[src/design/echo_state_reservoir_step_assert.svh]
// ---------------------------------------------------------------------------
// echo state reservoir step assertion macros
// shared property wrappers, clocked on clk and held off during reset
// ---------------------------------------------------------------------------
`ifndef ECHO_STATE_RESERVOIR_STEP_ASSERT_SVH
`define ECHO_STATE_RESERVOIR_STEP_ASSERT_SVH

// same-cycle implication
`define ESR_ASSERT_IMPL(lbl, ante, cons, msg) \
  lbl: assert property (@(posedge clk) disable iff (!rst_n) (ante) |-> (cons)) \
    else $error(msg);

// next-cycle implication
`define ESR_ASSERT_NEXT(lbl, ante, cons, msg) \
  lbl: assert property (@(posedge clk) disable iff (!rst_n) (ante) |=> (cons)) \
    else $error(msg);

`endif

[src/design/esr_ram.sv]
// ---------------------------------------------------------------------------
// esr_ram
// generic simple dual-port ram, one write port, registered read
// ---------------------------------------------------------------------------
module esr_ram #(
  parameter int WIDTH = 16,
  parameter int DEPTH = 256,
  localparam int AW = (DEPTH > 1) ? $clog2(DEPTH) : 1
) (
  input  logic             clk,
  input  logic             we,
  input  logic [AW-1:0]    waddr,
  input  logic [WIDTH-1:0] wdata,
  input  logic [AW-1:0]    raddr,
  output logic [WIDTH-1:0] rdata
);

  logic [WIDTH-1:0] mem_r [DEPTH];
  logic [WIDTH-1:0] rdata_r;

  always_ff @(posedge clk) begin
    if (we) begin
      mem_r[waddr] <= wdata;
    end
    rdata_r <= mem_r[raddr];
  end

  assign rdata = rdata_r;

endmodule

[config.mk]
export PLATFORM = sky130hd
export DESIGN_NAME = esr_ram
export DESIGN_NICKNAME = d
export VERILOG_FILES = /design/src/design/echo_state_reservoir_step_assert.svh /design/src/design/esr_ram.sv
export SDC_FILE = /design/constraint.sdc
export NUM_CORES = 2
export LEC_CHECK = 0
export BUFFER_PORTS_ARGS = -buffer_cell sky130_fd_sc_hd__buf_2
export CAP_MARGIN = 15
export CORE_ASPECT_RATIO = 0.7
export CORE_MARGIN = 4
export CORE_UTILIZATION = 50
export DETAILED_ROUTE_END_ITERATION = 8
export HOLD_SLACK_MARGIN = 0.08
export PLACE_DENSITY_LB_ADDON = 0.15
export SYNTH_ARGS = -nofsm -noshare
export SYNTH_HDL_FRONTEND = slang
export SYNTH_SLANG_ARGS = --single-unit
[constraint.sdc]
create_clock -name clk -period 4.1 [get_ports clk]
set_input_delay 1.025 -clock clk [delete_from_list [all_inputs] [get_ports clk]]
set_output_delay 1.025 -clock clk [all_outputs]
set_load 0.05 [all_outputs]
==> results.sh <==
export IMPL_hold_class="input port to flip-flop"
export IMPL_pre_cts_ws_ps=-744.1
export IMPL_arrival_ps=4640
export IMPL_fin_nets=8138
export IMPL_first_iter_violations=11760
export IMPL_area_growth_pct=14.18
export IMPL_synthCells=7360
export IMPL_synthesis_nets=7394
export IMPL_final_max_slew_viol_count=0
export IMPL_clock_sinks=4112
export IMPL_num_io_pins=50
export IMPL_hold_path_depth=1
export IMPL_fill_cells=22885
export IMPL_wirelength_mm=436.4
export IMPL_slowest_stage="o32ai_1"
export IMPL_finalSetupViolations=0
export IMPL_crit_family="compound AO/OA/AOI/OAI gates"
export IMPL_synth_cell_types=52
export IMPL_netlist_top_cell_by_area="edfxtp_1"
export IMPL_fin_crit_sh=0.9439
export IMPL_cts_max_path_buffers=4
export IMPL_cts_hold_buf=0
export IMPL_firstDrtPassIters=6
export IMPL_max_freq_mhz=258.4
export IMPL_core_um2=314800
export IMPL_reg2regPathDepth=6
export IMPL_r2r_start="mem_r[54][10]"
export IMPL_die_area_um2=326700
export IMPL_async_reset_ff_frac=0
export IMPL_die_width_um=681.4
export IMPL_ys_flop_type="edfxtp_1"
export IMPL_hold_slack_ps=576.9
export IMPL_vias_per_cell=6.438
export IMPL_drv_cap=0
export IMPL_dp_hpwl_mm=272.4
export IMPL_grt_usage=0.2658
export IMPL_synth_area_top_cells="edfxtp_1 77%, mux4_2 11%, mux2i_1 3.6%, o221ai_1 1.4%, nor2_1 0.72%"
export IMPL_path_buf_inv=4
export IMPL_insertion_delay_ps=910
export IMPL_yosysWarnings=0
export IMPL_post_route_min_period_ps=3870
export IMPL_grt_overflow_total=0
export IMPL_layout_common_cells="4,096 x edfxtp_1, 797 x mux4_2, 664 x buf_4, 565 x mux2i_1, 386 x clkbuf_16"
export IMPL_route_antenna_remaining_nets=0
export IMPL_final_core_util=0.5756
export IMPL_met1_usage=0.4048
export IMPL_holdPathEnd="mem_r[107][7]"
export IMPL_final_common_cell="edfxtp_1"
export IMPL_cts_setup_buffers=0
export IMPL_netlist_area_um2=158700
export IMPL_die_h_um=479.4
export IMPL_cts_repair_resized=0
export IMPL_power_density_nw_per_um2=476.0
export IMPL_cpPeakStageDelay_ps=970
export IMPL_cts_tree="built"
export IMPL_wl_per_cell_um=34.67
export IMPL_avgSynthCellArea_um2=21.56
export IMPL_hp_start="wdata[7]"
export IMPL_place_gp_congestion=0.9331
export IMPL_rrSetupSlack_ps=770
export IMPL_hold_viol_final=0
export IMPL_path_clk_slew_ps=60
export IMPL_grtUsageMet2=0.3834
export IMPL_grt_max_degree=124
export IMPL_grt_busiest_layer="met1"
export IMPL_rows=172
export IMPL_critPathCaptureType="flip-flop"
export IMPL_synth_yosys_seq_area_share=0.7770
export IMPL_antenna_found_initial=32
export IMPL_critPathMostFrequentCell="buf_12"
export IMPL_status="finished, final reports clean"
export IMPL_htreeDepth=5
export IMPL_rsz0062_at_grt="no"
export IMPL_synth_top_area_frac=0.7750
export IMPL_r2r_end="rdata[10]"
export IMPL_start_util=0.5041
export IMPL_via_count=81024
export IMPL_finalWorstSetupSlack_ps=230.0
export IMPL_critPathKind="input port to flip-flop"
export IMPL_cts_buffers=381
export IMPL_cp_required_ps=4870
export IMPL_worst_pin_slew_ps=1199
export IMPL_use_met3=0.07205
export IMPL_grt_pass1_vias=78347
export IMPL_leakage_nw=58.06
export IMPL_cp_start_kind="input port"
export IMPL_grt_pass1_wl_mm=612.5
export IMPL_cp_max_fo=20
export IMPL_slew_headroom=0.1925
export IMPL_synth_edff_count=4096
export IMPL_skew_ps=57.02
export IMPL_vdd_drop_max_uv=447.0
export IMPL_synth_seq_cells=4112
export IMPL_drive_gt1_frac=0.2811
export IMPL_path_cells="buf_12 > buf_12 > buf_12 > mux4_2 > mux4_2 > a22o_1 > o32ai_1 > buf_4 > nor4_1"
export IMPL_port_buffers=49
export IMPL_clock_root_buffer="clkbuf_16"
export IMPL_drc_errors=0
synth_stat cells (all sizes together), types with 21 or more instances:
master,count
o21ai,38
a22o,32
a22oi,43
a21oi,175
mux4,797
o221ai,253
nand2,38
o22ai,148
nor3,92
mux2i,565
nand4,26
buf,222
mux2,88
a221oi,28
clkbuf,230
edfxtp,4096
o32ai,21
nor2,304
nand3,35
per-layer routing:
metal / part of all wire / up-vias / wire length [um]
li1: - / 32791 / -
met1: 0.41 / 43175 / 180400
met2: 0.44 / 4444 / 192100
met3: 0.12 / 614 / 51990
met4: 0.027 / 0 / 11890
met5: 0 / - / 0
registers in the layout, summed over array words and instances, names as in the netlist:
| register | flops |
|---|---|
| rdata | 16 |
| mem_r | 4096 |
through the flow:
stage	power, mW	cells	setup TNS [ps]	area [um2]
global placement	52.02	11894	-3232	169000
detailed placement	52.08	11894	-3214	169000
CTS	86.78	12566	0	181200
floorplan	49.66	7360	0	158700
global route	88.73	12578	0	181200
finish	86.26	12586	0	181200
final cells by class:
type,instances,area [um2],share of cell area
diodes,17,42.54,0.0002348
inverters,4,27.53,0.0001519
clock inverters,205,2056,0.01134
repair buffers,813,7422,0.04096
clock buffers,467,10050,0.05548
well taps,4176,5225,0.02883
flip-flops and latches,4112,123300,0.6805
multi-input cells,2792,33070,0.1825
worst max path at each step:
| stage | depth (start not counted) | startpoint | endpoint | slack [ps] |
|---|---|---|---|---|
| after floorplan | 6 | waddr[3] | mem_r[235][0] | 910 |
| after global placement | 12 | raddr[0] | rdata[10] | -750 |
| after detailed placement | 12 | raddr[0] | rdata[10] | -740 |
| after CTS | 12 | raddr[0] | rdata[10] | 260 |
| after global routing | 9 | raddr[0] | rdata[10] | 300 |
| final | 9 | raddr[0] | rdata[10] | 230 |
power breakdown:
| group | switching, mW | internal (mW) |
|---|---|---|
| Combinational | 3.14 | 1.68 |
| Clock | 15.2 | 19.8 |
| Sequential | 0.0742 | 46.3 |
cell families after synthesis:
logic type             Yosys count  synth area share
AO/OA/AOI/OAI                  786           0.03537
multiplexers                  1450            0.1550
buffers and inverters          456           0.01693
flip-flops                    4112            0.7770
AND/OR/NAND/NOR                556           0.01574
Note: power is estimated with default switching activity, not from simulation.
