**src/design/echo_state_reservoir_step_assert.svh**
```systemverilog
// ---------------------------------------------------------------------------
// echo state reservoir step assertion macros
// shared property wrappers, clocked on clk and held off during reset
// ---------------------------------------------------------------------------
`ifndef ECHO_STATE_RESERVOIR_STEP_ASSERT_SVH
`define ECHO_STATE_RESERVOIR_STEP_ASSERT_SVH

// same-cycle implication
`define ESR_ASSERT_IMPL(lbl, ante, cons, msg) \
  lbl: assert property (@(posedge clk) disable iff (!rst_n) (ante) |-> (cons)) \
    else $error(msg);

// next-cycle implication
`define ESR_ASSERT_NEXT(lbl, ante, cons, msg) \
  lbl: assert property (@(posedge clk) disable iff (!rst_n) (ante) |=> (cons)) \
    else $error(msg);

`endif

```
**src/design/esr_pkg.sv**
```systemverilog
// ---------------------------------------------------------------------------
// esr_pkg
// sizes, codes, types and fixed-point helpers of the reservoir step block
// ---------------------------------------------------------------------------
package esr_pkg;

  localparam int MAX_NEURONS  = 256;
  localparam int MAX_INPUTS   = 16;
  localparam int MAX_OUTPUTS  = 16;
  localparam int RESULT_LIMIT = 16;
  localparam int OUT_LIMIT    = (MAX_OUTPUTS < RESULT_LIMIT) ? MAX_OUTPUTS : RESULT_LIMIT;

  localparam int ROW_SPAN   = 1 + MAX_INPUTS + MAX_NEURONS;
  localparam int WIN_SPAN   = MAX_INPUTS + 1;
  localparam int W_DEPTH    = MAX_NEURONS * MAX_NEURONS;
  localparam int WIN_DEPTH  = MAX_NEURONS * WIN_SPAN;
  localparam int WOUT_DEPTH = MAX_OUTPUTS * ROW_SPAN;

  localparam int W_AW    = $clog2(W_DEPTH);
  localparam int WIN_AW  = $clog2(WIN_DEPTH);
  localparam int WOUT_AW = $clog2(WOUT_DEPTH);
  localparam int N_AW    = $clog2(MAX_NEURONS);
  localparam int D_AW    = (MAX_INPUTS > 1) ? $clog2(MAX_INPUTS) : 1;
  localparam int TERM_W  = $clog2(ROW_SPAN);
  localparam int NCNT_W  = $clog2(MAX_NEURONS + 1);
  localparam int DCNT_W  = $clog2(MAX_INPUTS + 1);
  localparam int OCNT_W  = $clog2(OUT_LIMIT + 1);

  localparam int DATA_W    = 16;
  localparam int PROD_W    = 32;
  localparam int ACC_W     = 48;
  localparam int OP_W      = 3;
  localparam int ROW_W     = 8;
  localparam int COL_W     = 9;
  localparam int OIDX_W    = 4;
  localparam int LEAK_W    = 16;
  localparam int NREG_W    = 9;
  localparam int DREG_W    = 5;
  localparam int OREG_W    = 5;
  localparam int CFG_IDX_W = 2;
  localparam int CFG_W     = 16;
  localparam int P1_W      = 34;
  localparam int BL_W      = 36;

  localparam int DRAIN_CYCLES = 2;
  localparam int READOUT_SHIFT = 11;
  localparam int BLEND_SHIFT   = 16;

  localparam logic signed [DATA_W-1:0] BIAS_ONE = 16'sd8192;

  localparam logic [13:0] TANH_PTS [0:32] = '{
    14'd0,    14'd1019, 14'd2006, 14'd2936, 14'd3786, 14'd4545, 14'd5203, 14'd5766,
    14'd6239, 14'd6630, 14'd6949, 14'd7208, 14'd7415, 14'd7580, 14'd7712, 14'd7815,
    14'd7897, 14'd7961, 14'd8012, 14'd8051, 14'd8082, 14'd8107, 14'd8125, 14'd8140,
    14'd8151, 14'd8160, 14'd8167, 14'd8173, 14'd8177, 14'd8180, 14'd8183, 14'd8185,
    14'd8186
  };

  typedef enum logic [OP_W-1:0] {
    OP_WRITE_W    = 3'd0,
    OP_WRITE_WIN  = 3'd1,
    OP_WRITE_WOUT = 3'd2,
    OP_SAMPLE     = 3'd3,
    OP_CLEAR      = 3'd4
  } op_t;

  typedef enum logic [CFG_IDX_W-1:0] {
    CFG_LEAK    = 2'd0,
    CFG_NEURONS = 2'd1,
    CFG_INPUTS  = 2'd2,
    CFG_OUTPUTS = 2'd3
  } cfg_idx_t;

  typedef enum logic [3:0] {
    ST_IDLE,
    ST_ROW,
    ST_DRAIN,
    ST_TANH,
    ST_BLEND1,
    ST_BLEND2,
    ST_WRITE,
    ST_PREFETCH,
    ST_COPY,
    ST_EMIT
  } state_t;

  typedef struct packed {
    logic shift;
    logic clear;
  } cell_ctl_t;

  typedef struct packed {
    logic clr;
    logic valid;
  } mac_ctl_t;

  function automatic logic signed [DATA_W-1:0] sat_round(
    input logic signed [ACC_W-1:0] v,
    input int unsigned sh
  );
    logic [ACC_W-1:0] mag;
    logic [ACC_W-1:0] r;
    logic signed [DATA_W-1:0] y;
    mag = v[ACC_W-1] ? ACC_W'(-v) : ACC_W'(v);
    r = (mag + (ACC_W'(1) << (sh - 1))) >> sh;
    if (v[ACC_W-1]) begin
      y = (r > ACC_W'(32768)) ? 16'sh8000 : DATA_W'(ACC_W'(0) - r);
    end else begin
      y = (r > ACC_W'(32767)) ? 16'sh7fff : DATA_W'(r);
    end
    return y;
  endfunction

  function automatic logic signed [DATA_W-1:0] tanh_fixed(
    input logic signed [ACC_W-1:0] acc
  );
    logic [ACC_W-1:0] mag;
    logic [4:0] seg;
    logic [6:0] frac;
    logic [13:0] lo;
    logic [13:0] hi;
    logic [17:0] step;
    logic [13:0] y;
    mag  = acc[ACC_W-1] ? ACC_W'(-acc) : ACC_W'(acc);
    seg  = mag[25:21];
    frac = mag[20:14];
    lo   = TANH_PTS[seg];
    hi   = TANH_PTS[6'(seg) + 6'd1];
    step = 18'(18'(hi - lo) * 18'(frac) + 18'd64);
    y    = lo + 14'(step >> 7);
    if (|mag[ACC_W-1:26]) begin
      y = TANH_PTS[32];
    end
    return acc[ACC_W-1] ? DATA_W'(16'd0 - 16'(y)) : DATA_W'(y);
  endfunction

endpackage

```
**src/design/esr_cell.sv**
```systemverilog
// ---------------------------------------------------------------------------
// esr_cell
// one neuron state cell of the rotating state chain
// ---------------------------------------------------------------------------
module esr_cell (
  input  logic                                   clk,
  input  logic                                   rst_n,
  input  esr_pkg::cell_ctl_t                     ctl,
  input  logic signed [esr_pkg::DATA_W-1:0]      d,
  output logic signed [esr_pkg::DATA_W-1:0]      q
);

  logic signed [esr_pkg::DATA_W-1:0] x_r;

  always_ff @(posedge clk) begin
    if (!rst_n) begin
      x_r <= '0;
    end else if (ctl.clear) begin
      x_r <= '0;
    end else if (ctl.shift) begin
      x_r <= d;
    end
  end

  assign q = x_r;

endmodule

```
**config.mk**
```make
export PLATFORM = sky130hd
export DESIGN_NAME = esr_cell
export DESIGN_NICKNAME = d
export VERILOG_FILES = /design/src/design/echo_state_reservoir_step_assert.svh /design/src/design/esr_pkg.sv /design/src/design/esr_cell.sv
export SDC_FILE = /design/constraint.sdc
export NUM_CORES = 1
export LEC_CHECK = 0
export BUFFER_PORTS_ARGS = -buffer_cell sky130_fd_sc_hd__buf_2
export CAP_MARGIN = 30
export CORE_UTILIZATION = 43
export DETAILED_ROUTE_END_ITERATION = 16
export HOLD_SLACK_MARGIN = 0.05
export MAX_ROUTING_LAYER = met4
export PLACE_DENSITY = 0.82
export SYNTH_ARGS = -nofsm -noshare
export SYNTH_HDL_FRONTEND = slang
export SYNTH_SLANG_ARGS = --single-unit
```
**constraint.sdc**
```tcl
create_clock -name clk -period 1.8 [get_ports clk]
set_input_delay 0.09 -clock clk [delete_from_list [all_inputs] [get_ports clk]]
set_output_delay 0.09 -clock clk [all_outputs]
set_load 0.02 [all_outputs]
```
==> reports/qor.csv, run 1 <==
metric;value;unit
Root Buffer;clkbuf_4;
Highest Signal Layer;met3;
max-cap violations;0;
# rows;13;
IO Pins;36;
utilization after layout;64.4;%
Syn Inst Count;53;
final hold vios;0;
DR vias;487;
DRC;0;
Routed wire per std cell;10.2;microns
number of global-route vias before repair;423;
sequential area share after synthesis;53.9;%
skew final;0;ns
CTS tree;built;
initial antenna violation count;0;
post-route minimum period;0.897;ns
final setup vio count;0;
Mapped Nets;73;
worst skew pair latency;0.27;ns
Synth cell types;7;
Total Nets Final;114;
Slew Limit Headroom;64.4;%
worst path cell trace;buf_2;
Reg clk slew, reported paths;0.09;ns
element type at the critical path end;output pin;
Pwr Density;836;mW/mm^2
core area;0.00128;sq mm
Lkg Pwr;0.449;nW
GRT Total Usage;17.3;%
placed insts;99;
CTS Buffer Depth;2;
worst-margin pin slew;0.534;ns
# fillers;109;
final instance area;827;sq um
die width;39.2;microns
layout cells sized above 1;41.9;%
Slew Viols, Final;0;
crit-path max FO;2;
HP Class;input pin to flop;
Die Span Y;39.2;microns
remaining antenna violation count;0;
Req. time, crit path;1.71;ns
Max Fclk;1110;MHz
Initial Utilization;46.3;%
total die area;0.00153;sq mm
CP bufs+invs;1;
placed cell area;741;sq um
largest net degree at the start of global routing;17;
# diodes;0;
final wirelength;1110;microns
Max rail drop VDD;0.533;mV
WP data arrival;0.81;ns
CP max stage cell;dfxtp_1;
worst reg2reg setup slack;1.16;ns
met3 WL post-DR;38;microns
syn_area_per_cell;11.2;sq um
Setup CP Type;flop to output pin;
GPL Wtd Cong;0.526;
post-synthesis instance area;594;sq um
wire length of the first global-routing pass;1800;microns
critical path's largest stage delay;0.35;ns
max reg flops;16;
met2 WL;550;microns
delay-heaviest family, CP;flip-flops;
#FFs+latches synth;16;
fin cells;108;
Vias/cell;4.51;
RSZ-0062 raised after global routing;no;
Num Clock Sinks;16;
Area Growth Syn to Fin;39.2;%
CP Launch Type;flop;
status;finished clean;
M1 WL;517;microns
grt ovf;0;
Port Buf Inserts;35;
CTS buffer count;3;
drt first pass iters;4;
Ys Warns;0;
setup TNS;0;ns
initial drt markers;10;
period utilization;49.8;%
H-tree levels;1;
[path summary, 6_finish.rpt]
check	from	endpoint	cells after the start
worst min-delay path	d[5]	q[5]	3
worst max register to register	q[11]	q[11]	2
worst min register to register	q[15]	q[15]	2
worst max-delay path	q[4]	q[4]	1
[placed cells by master, fill, tap and decap left out]
| cell type | count |
|---|---|
| clkbuf_8 | 1 |
| nor2_1 | 16 |
| buf_2 | 35 |
| dfxtp_1 | 16 |
| clkbuf_4 | 3 |
| dlygate4sd3_1 | 5 |
| mux2i_1 | 16 |
| nand2b_1 | 1 |
[layout make-up]
cell class	count	area [sq um]	area share [%]
sequential	16	320	38.7
multi-input combinational	33	226	27.4
timing repair buffer	40	225	27.2
clock buffer	4	36.3	4.39
tap	15	18.8	2.27
[what timing repair did]
item                                    CTS  global route
hold endpoints to repair                  5             0
buffers inserted                          0             0
hold buffers                              5             0
endpoints found under the setup margin    0             0
gates resized for setup                   0             0
[power by group]
part           internal (mW)  total [mW]  switching, mW
registers              0.365       0.371        0.00526
clock network          0.123       0.227          0.104
logic                 0.0473      0.0938         0.0466
total                  0.536       0.692          0.156
[worst reg2reg max path, stage by stage (launching register included)]
cell	delay, ns
dfxtp_1	0.31
mux2i_1	0.15
nor2_1	0.06
[metrics by stage]
stage | hold slack (ns) | power (mW) | worst slack (ns)
3_3_place_gp | 0.326 | 0.463 | 0.905
4_1_cts | 0.0502 | 0.699 | 0.914
6_report | 0.0515 | 0.692 | 0.903
3_5_place_dp | 0.333 | 0.465 | 0.879
2_1_floorplan | 0.237 | 0.440 | 1.13
5_1_grt | 0.0559 | 0.729 | 0.856
[cell usage after synthesis]
| cell type | n | area share (%) |
|---|---|---|
| nor2_1 | 16 | 10 |
| buf_12 | 1 | 3.4 |
| nand2b_1 | 1 | 1.1 |
| dfxtp_1 | 16 | 54 |
| mux2i_1 | 16 | 27 |
| clkbuf_2 | 1 | 0.84 |
| buf_6 | 2 | 3.8 |
[layer usage]
| metal | up-vias | track usage, % |
|---|---|---|
| li1 | 252 | - |
| met2 | 14 | 25.4 |
| met5 | - | - |
| met1 | 221 | 25.0 |
| met3 | 0 | 1.73 |
| met4 | 0 | 5.17 |
[logic make-up after synthesis]
group                  Yosys count  synth area share, %
DFF                             16                 53.9
buffers and inverters            4                 8.00
muxes                           16                 26.9
and+or+nand+nor                 17                 11.2
Note: power is estimated with default switching activity, not from simulation.
==> run 2, diff against run 1 <==
Settings changed: CORE_UTILIZATION 43 to 40, PLACE_DENSITY 0.82 to 0.77.
Clock period 1.8 ns to 0.95 ns, I/O delays scaled along.
==> reports/qor.csv, run 2 (synthesized netlist as in run 1, its figures left out) <==
metric;value;unit;change
largest net degree at the start of global routing;17;;unchanged
Max Fclk;1200;MHz;
Detail Placement HPWL;791;microns;
Area Growth Syn to Fin;61.1;%;was 39.2%
CTS buffer count;3;;unchanged
H-tree levels;1;;unchanged
Slew Viols, Final;0;;unchanged
Reg clk slew, reported paths;0.09;ns;about the same
Crit. Startpoint;q[15];;was q[4]
final hold vios;0;;unchanged
initial drt markers;4;;was 10
Total Nets Final;126;;was 114
# diodes;0;;unchanged
Max rail drop VDD;0.953;mV;was 0.533 mV
total die area;0.00164;sq mm;was 0.00153 sq mm
Lkg Pwr;0.505;nW;was 0.449 nW
CTS Buffer Depth;2;;unchanged
Setup CP Type;flop to output pin;;unchanged
Slew Limit Headroom;62.3;%;was 64.4%
commonest non-fill, non-tap cell in the layout;buf_2;;unchanged
CP max stage cell;dfxtp_1;;unchanged
final hold slack;0.224;ns;was 0.0515 ns
final wirelength;1260;microns;was 1110 microns
utilization after layout;71.8;%;was 64.4%
worst path cell trace;buf_2;;unchanged
Port Buf Inserts;35;;unchanged
final setup vio count;0;;unchanged
die width;40.5;microns;was 39.2 microns
Setup WS pre-CTS;0.113;ns;was 0.879 ns
number of global-route vias before repair;460;;was 423
RSZ-0062 raised after global routing;no;;unchanged
status;finished clean;;unchanged
area of the multi-input gates;226;sq um;unchanged
Num Clock Sinks;16;;unchanged
grt ovf;0;;unchanged
max reg flops;16;;unchanged
period utilization;88.0;%;
element type at the critical path end;output pin;;unchanged
Initial Utilization;44.6;%;was 46.3%
wire length of the first global-routing pass;1790;microns;was 1800 microns
Final WS setup;0.114;ns;was 0.903 ns
post-route minimum period;0.836;ns;
core area;0.00133;sq mm;was 0.00128 sq mm
hold_sp;ctl[1];;was d[5]
setup TNS;0;ns;unchanged
max-cap violations;0;;unchanged
postcts setup bufs;0;;unchanged
delay-heaviest family, CP;flip-flops;;unchanged
worst reg2reg setup slack;0.31;ns;was 1.16 ns
Vias/cell;4.54;;was 4.51
Req. time, crit path;0.90;ns;was 1.71 ns
initial antenna violation count;0;;unchanged
Routed wire per std cell;10.5;microns;was 10.2 microns
HP Class;input pin to flop;;unchanged
CP Launch Type;flop;;unchanged
Pwr Density;1420;mW/mm^2;was 836 mW/mm^2
drt first pass iters;3;;was 4
remaining antenna violation count;0;;unchanged
DR vias;545;;was 487
IO Pins;36;;unchanged
commonest cells after routing, fill and taps aside;35 x buf_2, 16 x mux2i_1, 16 x nor2_1, 16 x dlygate4sd3_1, 16 x dfxtp_1;;was 35 x buf_2, 16 x mux2i_1, 16 x nor2_1, 16 x dfxtp_1, 5 x dlygate4sd3_1
Root Buffer;clkbuf_4;;unchanged
RR Startpoint;q[2];;was q[11]
GRT Total Usage;17.1;%;was 17.3%
crit-path max FO;2;;unchanged
Reg area;320;sq um;unchanged
Die Span Y;40.5;microns;was 39.2 microns
CTS tree;built;;unchanged
WP data arrival;0.79;ns;was 0.81 ns
CP bufs+invs;1;;unchanged
GPL Wtd Cong;0.645;;was 0.526
worst skew pair latency;0.27;ns;about the same
worst-margin pin slew;0.566;ns;was 0.534 ns
layout cells sized above 1;38.1;%;was 41.9%
# rows;13;;unchanged
skew final;0;ns;unchanged
# fillers;118;;was 109
DRC;0;;unchanged
critical path's largest stage delay;0.35;ns;about the same
## run 2: layer usage
layer	wire length, microns	global-route usage [%]
met5	0	-
met4	9	2.50
met3	47	5.00
met2	677	31.7
met1	522	18.0
## run 2: power breakdown
group          internal [mW]  total (mW)  switching, mW  leakage, nW
clock network          0.233       0.429          0.197       0.0210
registers              0.692       0.702        0.00947        0.130
logic                  0.127       0.225         0.0976        0.353
## run 2: per-stage QoR
stage	cells	total power [mW]	cell area, sq um
after global routing	120	1.42	957
after floorplan	53	0.833	594
after global placement	100	0.887	761
final	120	1.36	957
after CTS	120	1.37	957
after detailed placement	100	0.891	761
## run 2: worst paths after layout
check | end | depth (start not counted)
worst min register to register | q[13] | 2
worst max register to register | q[2] | 2
worst min-delay path | q[13] | 4
worst max-delay path | q[15] | 1
## run 2: what timing repair did
item                      CTS  global route
resized for setup           0             0
hold endpoints to repair   16             0
hold buffers               16             0
## run 2: area by class of cell
cell class / instances / share of cell area [%]
Sequential cell: 16 / 33.5
Timing Repair Buffer: 52 / 37.1
Tap cell: 15 / 1.96
Multi-Input combinational cell: 33 / 23.7
Clock buffer: 4 / 3.79
