<file path="config.mk">
export PLATFORM = sky130hd
export DESIGN_NAME = esr_mac
export DESIGN_NICKNAME = d
export VERILOG_FILES = /design/src/design/echo_state_reservoir_step_assert.svh /design/src/design/esr_pkg.sv /design/src/design/esr_mac.sv
export SDC_FILE = /design/constraint.sdc
export NUM_CORES = 1
export LEC_CHECK = 0
export ABC_AREA = 0
export BUFFER_PORTS_ARGS = -buffer_cell sky130_fd_sc_hd__buf_4
export CELL_PAD_IN_SITES_DETAIL_PLACEMENT = 0
export CELL_PAD_IN_SITES_GLOBAL_PLACEMENT = 1
export CORE_MARGIN = 2
export CORE_UTILIZATION = 45
export CTS_CLUSTER_DIAMETER = 120
export DETAILED_ROUTE_END_ITERATION = 8
export PLACE_DENSITY_LB_ADDON = 0.1
export REMOVE_ABC_BUFFERS = 1
export SLEW_MARGIN = 5
export SYNTH_ARGS = -nofsm -noshare
export SYNTH_HDL_FRONTEND = slang
export SYNTH_SLANG_ARGS = --single-unit
</file>
<file path="constraint.sdc">
create_clock -name clk -period 6.06 [get_ports clk]
set_input_delay 0.303 -clock clk [delete_from_list [all_inputs] [get_ports clk]]
set_output_delay 0.303 -clock clk [all_outputs]
set_load 0.02 [all_outputs]
</file>
<file path="src/design/echo_state_reservoir_step_assert.svh">
// ---------------------------------------------------------------------------
// echo state reservoir step assertion macros
// shared property wrappers, clocked on clk and held off during reset
// ---------------------------------------------------------------------------
`ifndef ECHO_STATE_RESERVOIR_STEP_ASSERT_SVH
`define ECHO_STATE_RESERVOIR_STEP_ASSERT_SVH

// same-cycle implication
`define ESR_ASSERT_IMPL(lbl, ante, cons, msg) \
  lbl: assert property (@(posedge clk) disable iff (!rst_n) (ante) |-> (cons)) \
    else $error(msg);

// next-cycle implication
`define ESR_ASSERT_NEXT(lbl, ante, cons, msg) \
  lbl: assert property (@(posedge clk) disable iff (!rst_n) (ante) |=> (cons)) \
    else $error(msg);

`endif

</file>
<file path="src/design/esr_pkg.sv">
// ---------------------------------------------------------------------------
// esr_pkg
// sizes, codes, types and fixed-point helpers of the reservoir step block
// ---------------------------------------------------------------------------
package esr_pkg;

  localparam int MAX_NEURONS  = 256;
  localparam int MAX_INPUTS   = 16;
  localparam int MAX_OUTPUTS  = 16;
  localparam int RESULT_LIMIT = 16;
  localparam int OUT_LIMIT    = (MAX_OUTPUTS < RESULT_LIMIT) ? MAX_OUTPUTS : RESULT_LIMIT;

  localparam int ROW_SPAN   = 1 + MAX_INPUTS + MAX_NEURONS;
  localparam int WIN_SPAN   = MAX_INPUTS + 1;
  localparam int W_DEPTH    = MAX_NEURONS * MAX_NEURONS;
  localparam int WIN_DEPTH  = MAX_NEURONS * WIN_SPAN;
  localparam int WOUT_DEPTH = MAX_OUTPUTS * ROW_SPAN;

  localparam int W_AW    = $clog2(W_DEPTH);
  localparam int WIN_AW  = $clog2(WIN_DEPTH);
  localparam int WOUT_AW = $clog2(WOUT_DEPTH);
  localparam int N_AW    = $clog2(MAX_NEURONS);
  localparam int D_AW    = (MAX_INPUTS > 1) ? $clog2(MAX_INPUTS) : 1;
  localparam int TERM_W  = $clog2(ROW_SPAN);
  localparam int NCNT_W  = $clog2(MAX_NEURONS + 1);
  localparam int DCNT_W  = $clog2(MAX_INPUTS + 1);
  localparam int OCNT_W  = $clog2(OUT_LIMIT + 1);

  localparam int DATA_W    = 16;
  localparam int PROD_W    = 32;
  localparam int ACC_W     = 48;
  localparam int OP_W      = 3;
  localparam int ROW_W     = 8;
  localparam int COL_W     = 9;
  localparam int OIDX_W    = 4;
  localparam int LEAK_W    = 16;
  localparam int NREG_W    = 9;
  localparam int DREG_W    = 5;
  localparam int OREG_W    = 5;
  localparam int CFG_IDX_W = 2;
  localparam int CFG_W     = 16;
  localparam int P1_W      = 34;
  localparam int BL_W      = 36;

  localparam int DRAIN_CYCLES = 2;
  localparam int READOUT_SHIFT = 11;
  localparam int BLEND_SHIFT   = 16;

  localparam logic signed [DATA_W-1:0] BIAS_ONE = 16'sd8192;

  localparam logic [13:0] TANH_PTS [0:32] = '{
    14'd0,    14'd1019, 14'd2006, 14'd2936, 14'd3786, 14'd4545, 14'd5203, 14'd5766,
    14'd6239, 14'd6630, 14'd6949, 14'd7208, 14'd7415, 14'd7580, 14'd7712, 14'd7815,
    14'd7897, 14'd7961, 14'd8012, 14'd8051, 14'd8082, 14'd8107, 14'd8125, 14'd8140,
    14'd8151, 14'd8160, 14'd8167, 14'd8173, 14'd8177, 14'd8180, 14'd8183, 14'd8185,
    14'd8186
  };

  typedef enum logic [OP_W-1:0] {
    OP_WRITE_W    = 3'd0,
    OP_WRITE_WIN  = 3'd1,
    OP_WRITE_WOUT = 3'd2,
    OP_SAMPLE     = 3'd3,
    OP_CLEAR      = 3'd4
  } op_t;

  typedef enum logic [CFG_IDX_W-1:0] {
    CFG_LEAK    = 2'd0,
    CFG_NEURONS = 2'd1,
    CFG_INPUTS  = 2'd2,
    CFG_OUTPUTS = 2'd3
  } cfg_idx_t;

  typedef enum logic [3:0] {
    ST_IDLE,
    ST_ROW,
    ST_DRAIN,
    ST_TANH,
    ST_BLEND1,
    ST_BLEND2,
    ST_WRITE,
    ST_PREFETCH,
    ST_COPY,
    ST_EMIT
  } state_t;

  typedef struct packed {
    logic shift;
    logic clear;
  } cell_ctl_t;

  typedef struct packed {
    logic clr;
    logic valid;
  } mac_ctl_t;

  function automatic logic signed [DATA_W-1:0] sat_round(
    input logic signed [ACC_W-1:0] v,
    input int unsigned sh
  );
    logic [ACC_W-1:0] mag;
    logic [ACC_W-1:0] r;
    logic signed [DATA_W-1:0] y;
    mag = v[ACC_W-1] ? ACC_W'(-v) : ACC_W'(v);
    r = (mag + (ACC_W'(1) << (sh - 1))) >> sh;
    if (v[ACC_W-1]) begin
      y = (r > ACC_W'(32768)) ? 16'sh8000 : DATA_W'(ACC_W'(0) - r);
    end else begin
      y = (r > ACC_W'(32767)) ? 16'sh7fff : DATA_W'(r);
    end
    return y;
  endfunction

  function automatic logic signed [DATA_W-1:0] tanh_fixed(
    input logic signed [ACC_W-1:0] acc
  );
    logic [ACC_W-1:0] mag;
    logic [4:0] seg;
    logic [6:0] frac;
    logic [13:0] lo;
    logic [13:0] hi;
    logic [17:0] step;
    logic [13:0] y;
    mag  = acc[ACC_W-1] ? ACC_W'(-acc) : ACC_W'(acc);
    seg  = mag[25:21];
    frac = mag[20:14];
    lo   = TANH_PTS[seg];
    hi   = TANH_PTS[6'(seg) + 6'd1];
    step = 18'(18'(hi - lo) * 18'(frac) + 18'd64);
    y    = lo + 14'(step >> 7);
    if (|mag[ACC_W-1:26]) begin
      y = TANH_PTS[32];
    end
    return acc[ACC_W-1] ? DATA_W'(16'd0 - 16'(y)) : DATA_W'(y);
  endfunction

endpackage

</file>
<file path="src/design/esr_mac.sv">
// ---------------------------------------------------------------------------
// esr_mac
// pipelined multiply and saturating 48-bit accumulate
// ---------------------------------------------------------------------------
module esr_mac (
  input  logic                                  clk,
  input  logic                                  rst_n,
  input  esr_pkg::mac_ctl_t                     ctl,
  input  logic signed [esr_pkg::DATA_W-1:0]     a,
  input  logic signed [esr_pkg::DATA_W-1:0]     b,
  output logic signed [esr_pkg::ACC_W-1:0]      acc
);

  logic signed [esr_pkg::PROD_W-1:0] prod_r;
  logic                              pv_r;
  logic signed [esr_pkg::ACC_W-1:0]  acc_r;
  logic signed [esr_pkg::ACC_W:0]    sum;
  logic signed [esr_pkg::ACC_W-1:0]  acc_nxt;

  assign sum = (esr_pkg::ACC_W + 1)'(acc_r) + (esr_pkg::ACC_W + 1)'(prod_r);

  always_comb begin
    if (sum[esr_pkg::ACC_W] != sum[esr_pkg::ACC_W-1]) begin
      acc_nxt = sum[esr_pkg::ACC_W] ? {1'b1, {(esr_pkg::ACC_W-1){1'b0}}}
                                    : {1'b0, {(esr_pkg::ACC_W-1){1'b1}}};
    end else begin
      acc_nxt = sum[esr_pkg::ACC_W-1:0];
    end
  end

  always_ff @(posedge clk) begin
    prod_r <= a * b;
  end

  always_ff @(posedge clk) begin
    if (!rst_n) begin
      pv_r <= 1'b0;
    end else begin
      pv_r <= ctl.valid;
    end
  end

  always_ff @(posedge clk) begin
    if (ctl.clr) begin
      acc_r <= '0;
    end else if (pv_r) begin
      acc_r <= acc_nxt;
    end
  end

  assign acc = acc_r;

endmodule

</file>
==> flow_summary.ini, run 1 <==
[global_route]
first_global_vias = 12200
antenna_found_initial = 0
grt_pass1_wl_um = 62700
overflow = 0
grt.total_usage_pct = 21.8
grt_max_degree = 96

[die]
die_h_um = 188
io_pins = 84
core_area_um2 = 33400
initial_core_util_pct = 45.5
rows = 67
die_area_um2 = 35200
die_w_um = 188

[synth]
synth_cell_types = 63
ys_seq_area_share_pct = 10.7
synth_flop_cell = dfxtp_1
ys_ff_latch = 81
synth.avg_cell_area_um2 = 8.73
async_flop_share_pct = 0
synthCells = 1740
yosysWarnings = 0
synth_edf_count = 0
syn_area_um2 = 15200

[clock_network]
cts_buffers = 9
postCtsSetupRepairBufs = 0
clk_latency_ns = 0.35
clk_pin_slew_worst_paths_ns = 0.06
cts_buffer_depth = 2
cts.sinks = 81
cts_tree = built
cts-root-buf = clkbuf_16
htree_levels = 3

[sta]
period_share_pct = 96.4
skew_ns = 0.0131
hold_viol_final = 0
timing.fmax_ghz = 0.171
setup_viol = 0
drv_slew = 0
setup_ws_ns = 0.221
worstMarginPinSlew_ns = 0.993
fin_hold_ws_ns = 0.172
slew_headroom_pct = 33.8
rsz0062_at_grt = false
period_needed_ns = 5.84

[drt]
num_vias = 11800
drc_errors = 0
wl_um = 37300
dr.pass1.iters = 5
vias_per_cell = 5.10
antenna_left = 0
drt-initial-drc-count = 589
avgRoutedWirePerCell_um = 16.1

[worst_setup_path]
endpoint_kind = flop
crit_type = in -> reg
worstPathArrival_ns = 6.10
cp_common_cell = fa_1
worst_path_largest_cell_delay_ns = 0.56
r2r_cells = 15
path_cells = buf_4 -> buf_12 -> and2_1 -> fa_1 -> inv_1 -> fa_1 -> fa_1 -> inv_1 -> fa_1 -> fa_1 -> fa_1 -> ha_4 -> a21o_1 -> a21o_1 -> a21o_1 -> a211o_1 -> o2111ai_2 -> and4_1 -> o31ai_2 -> a211o_1 -> a21o_1 -> a21oi_2 -> xnor2_1
crit_slowest_cell = fa_1
r2r_slack_ns = 1.35
critPathTopFamily = adder cells
worst-path-buf-inv = 4
rr_endpoint = acc[29]$_SDFFE_PP0P_
crit_fanout = 6
startpoint_type = input pin
crit_required_ns = 6.33
timing.rr.start = acc[0]$_SDFFE_PP0P_

[finish]
drive_above_1_share_pct = 12.0
diodes = 0
final_cell_mix = 303 x inv_1, 263 x fa_1, 200 x nand2_1, 183 x buf_4, 129 x ha_1
final_common_cell = inv_1
area_delta_synth_final_pct = 13.5
finalNetCount = 2292

[status]
outcome = completed

[min_path]
min_path_cells = 2
hold-path-endpoint = pv_r$_SDFF_PN0_
hold_class = in -> reg
min-delay-start = ctl[0]

[place]
gp_congestion = 0.876
dpl.hpwl_um = 32000
dp_slack_ns = -0.224
port_buffers = 83

[run]
drv_cap = 0
worst max-delay path by stage:
stage / start / endpoint / depth (start not counted) / slack, ns
final: b[4] / prod_r[31]$_DFF_P_ / 23 / 0.22
after global routing: b[1] / prod_r[30]$_DFF_P_ / 22 / 0.002
after CTS: b[4] / prod_r[31]$_DFF_P_ / 23 / 0.12
after detailed placement: b[4] / prod_r[31]$_DFF_P_ / 23 / -0.22
after global placement: b[4] / prod_r[31]$_DFF_P_ / 23 / -0.21
after floorplan: a[14] / prod_r[31]$_DFF_P_ / 21 / 0.23
state kept, by name (all words and copies together), names as in the netlist:
name,flops
prod_r,32
acc,48
pv_r,1
timing repair:
action / in CTS / in global routing
endpoints found under the setup margin: 0 / 4
resized for setup: 0 / 9
hold buffers: 0 / 0
worst reg2reg max path: cells and delay by family (launching register included):
kind                       cells  cell delay [ns]
AOI/OAI and AO/OA             10             2.97
adders and majority gates      2             0.63
buffers and inverters          2             0.46
DFF                            1             0.35
and+or+nand+nor                1             0.19
cells in the mapped netlist, drive strengths merged, types with 7 or more instances:
master	n	share of area, %
inv	303	7.5
fa	263	35
nand2	200	4.9
ha	130	11
and2	128	5.3
nor2	101	2.5
dfxtp	81	11
o21ai	79	2.7
a21oi	64	2.1
clkbuf	58	1.4
xnor2	53	3.1
a311oi	43	2.5
a21o	40	2.0
xor2	25	1.4
buf	17	0.80
a211oi	16	0.82
o21a	15	0.74
and3	13	0.57
nand3	13	0.43
nand4	10	0.41
a31oi	9	0.57
nand2b	7	0.29
nor2b	7	0.29
nor3	7	0.23
final cells by class:
type,instances,area (um2)
fill,3301,16100
multi-input combinational,1281,12100
sequential,81,1630
timing repair buffer,187,1450
inverter,303,1140
tap,448,561
clock buffer,11,233
clock inverter,5,104
layer usage:
metal	wire length, um	global-route usage [%]	vias to the layer above
met5	0	0	-
met1	18400	31.3	5768
met4	314	3.73	0
met3	1320	1.98	18
li1	-	-	5812
met2	17200	36.4	216
logic make-up (layout without fill, tap and decap cells):
group	count (synthesis)	after routing	synth area share [%]
AOI/OAI and AO/OA	311	311	14.1
xor gates and xnor gates	78	78	4.50
adders and majority gates	396	396	45.6
buffers and inverters	378	506	9.72
DFF	81	81	10.7
and+or+nand+nor	496	496	15.4
metrics by stage:
stage	cell area (um2)	TNS, ns	cells	utilization, %
floorplan	14800	0	1665	-
global placement	16900	-0.523	2300	50.5
detailed placement	16900	-0.650	2300	50.5
CTS	17200	0	2316	51.5
global route	17200	0	2316	51.7
finish	17200	0	2316	51.7
Power of run 1 is not shown: default switching activity piles up to over one toggle a cycle in this logic, so the estimate is an artifact.
==> inputs of run 2 (changes only) <==
Settings changed: RECOVER_POWER set to 100.
Clock period 6.06 ns to 6.75 ns, I/O delays scaled along.
==> flow_summary.ini, run 2 (synthesized netlist as in run 1, its figures left out) <==
[drt]
wl_met3_um = 1360
drc_errors = 0
routed.top_layer = met4
num_vias = 11500
drt-initial-drc-count = 549
wl_um = 37000
wl_met1_um = 18800
antenna_left = 0
avgRoutedWirePerCell_um = 16.7
vias_per_cell = 5.17
dr.pass1.iters = 5
wl_met2_um = 16400

[sta]
drv_slew = 0
skew_ns = 0.0104
timing.fmax_ghz = 0.163
setup_ws_ns = 0.600
period_needed_ns = 6.15
worstMarginPinSlew_ns = 1.05
slew_headroom_pct = 28.4
tns_ns = 0
setup_viol = 0
fin_hold_ws_ns = 0.214
period_share_pct = 91.1
hold_viol_final = 0
rsz0062_at_grt = false

[place]
dpl.hpwl_um = 30400
port_buffers = 83
dp_slack_ns = 0.319
gp_congestion = 0.841

[worst_setup_path]
critPathTopFamily = adder cells
worstPathArrival_ns = 6.42
worst-path-buf-inv = 2
path_cells = clkbuf_1 -> nand2b_1 -> fa_1 -> fa_1 -> inv_1 -> fa_1 -> fa_1 -> fa_1 -> fa_1 -> ha_1 -> a21o_1 -> a21o_1 -> a21o_1 -> a211o_1 -> o2111ai_1 -> and4_1 -> o31ai_1 -> a211o_1 -> a21o_1 -> a21oi_1 -> xnor2_1
startpoint_type = input pin
endpoint_kind = flop
crit_type = in -> reg
worst_path_largest_cell_delay_ns = 0.64
crit_slowest_cell = clkbuf_1
cp_common_cell = fa_1
crit_required_ns = 7.02
crit_fanout = 16

[die]
die_h_um = 188
die_area_um2 = 35200
initial_core_util_pct = 45.5
rows = 67
die_w_um = 188
io_pins = 84
core_area_um2 = 33400

[clock_network]
cts-root-buf = clkbuf_16
cts_buffers = 9
cts.sinks = 81
postCtsSetupRepairBufs = 0
clk_latency_ns = 0.34
hold_buffers = 0
cts_tree = built
clk_pin_slew_worst_paths_ns = 0.06
cts_resized = 0
cts_buffer_depth = 2
htree_levels = 3

[finish]
fin_util_pct = 48.7
diodes = 0
finalNetCount = 2197
drive_above_1_share_pct = 4.06
largest_reg_flops = 48
area_delta_synth_final_pct = 6.93
final_common_cell = inv_1
final_cell_mix = 303 x inv_1, 263 x fa_1, 200 x nand2_1, 130 x ha_1, 123 x and2_1

[global_route]
first_global_vias = 11800
antenna_found_initial = 0
grt_pass1_wl_um = 61800
overflow = 0
grt_max_degree = 96
grt.total_usage_pct = 21.6

[status]
outcome = completed

[run]
drv_cap = 0

[min_path]
hold_class = in -> reg
run 2: changes by cell type in the layout (fill, tap and decap cells not counted), moves of 3 or more:
cell	change
o21ai_0	+15
and2_1	-5
buf_4	-142
buf_12	-3
o21ai_1	-15
and2_0	+5
clkbuf_1	+49
run 2: metal layers:
metal	vias to the layer above	track usage (%)
li1	5611	-
met2	233	34.3
met4	0	4.48
met3	26	2.41
met5	-	0
met1	5609	32.0
run 2: metrics by stage:
| step | std cells | area, um2 |
|---|---|---|
| finish | 2221 | 16200 |
| global route | 2221 | 16200 |
| CTS | 2221 | 16400 |
| detailed placement | 2205 | 16100 |
| global placement | 2205 | 16100 |
| floorplan | 1665 | 14800 |
run 2: path summary, 6_finish.rpt:
kind	start	to	slack, ns	cells past startpoint
hold reg to reg	acc[40]$_SDFFE_PP0P_	acc[40]$_SDFFE_PP0P_	0.50	2
setup reg to reg	acc[0]$_SDFFE_PP0P_	acc[32]$_SDFFE_PP0P_	0.96	15
setup / recovery	a[0]	prod_r[31]$_DFF_P_	0.60	21
hold / removal	ctl[0]	pv_r$_SDFF_PN0_	0.21	2
run 2: cell type report:
class | count | area (um2)
clock buffer | 9 | 225
clock inverter | 7 | 101
fill | 3349 | 17100
inverter | 303 | 1140
multi-input combinational | 1281 | 12100
sequential | 81 | 1630
tap | 448 | 561
timing repair buffer | 92 | 499
Power of run 2 is left out for the same reason.
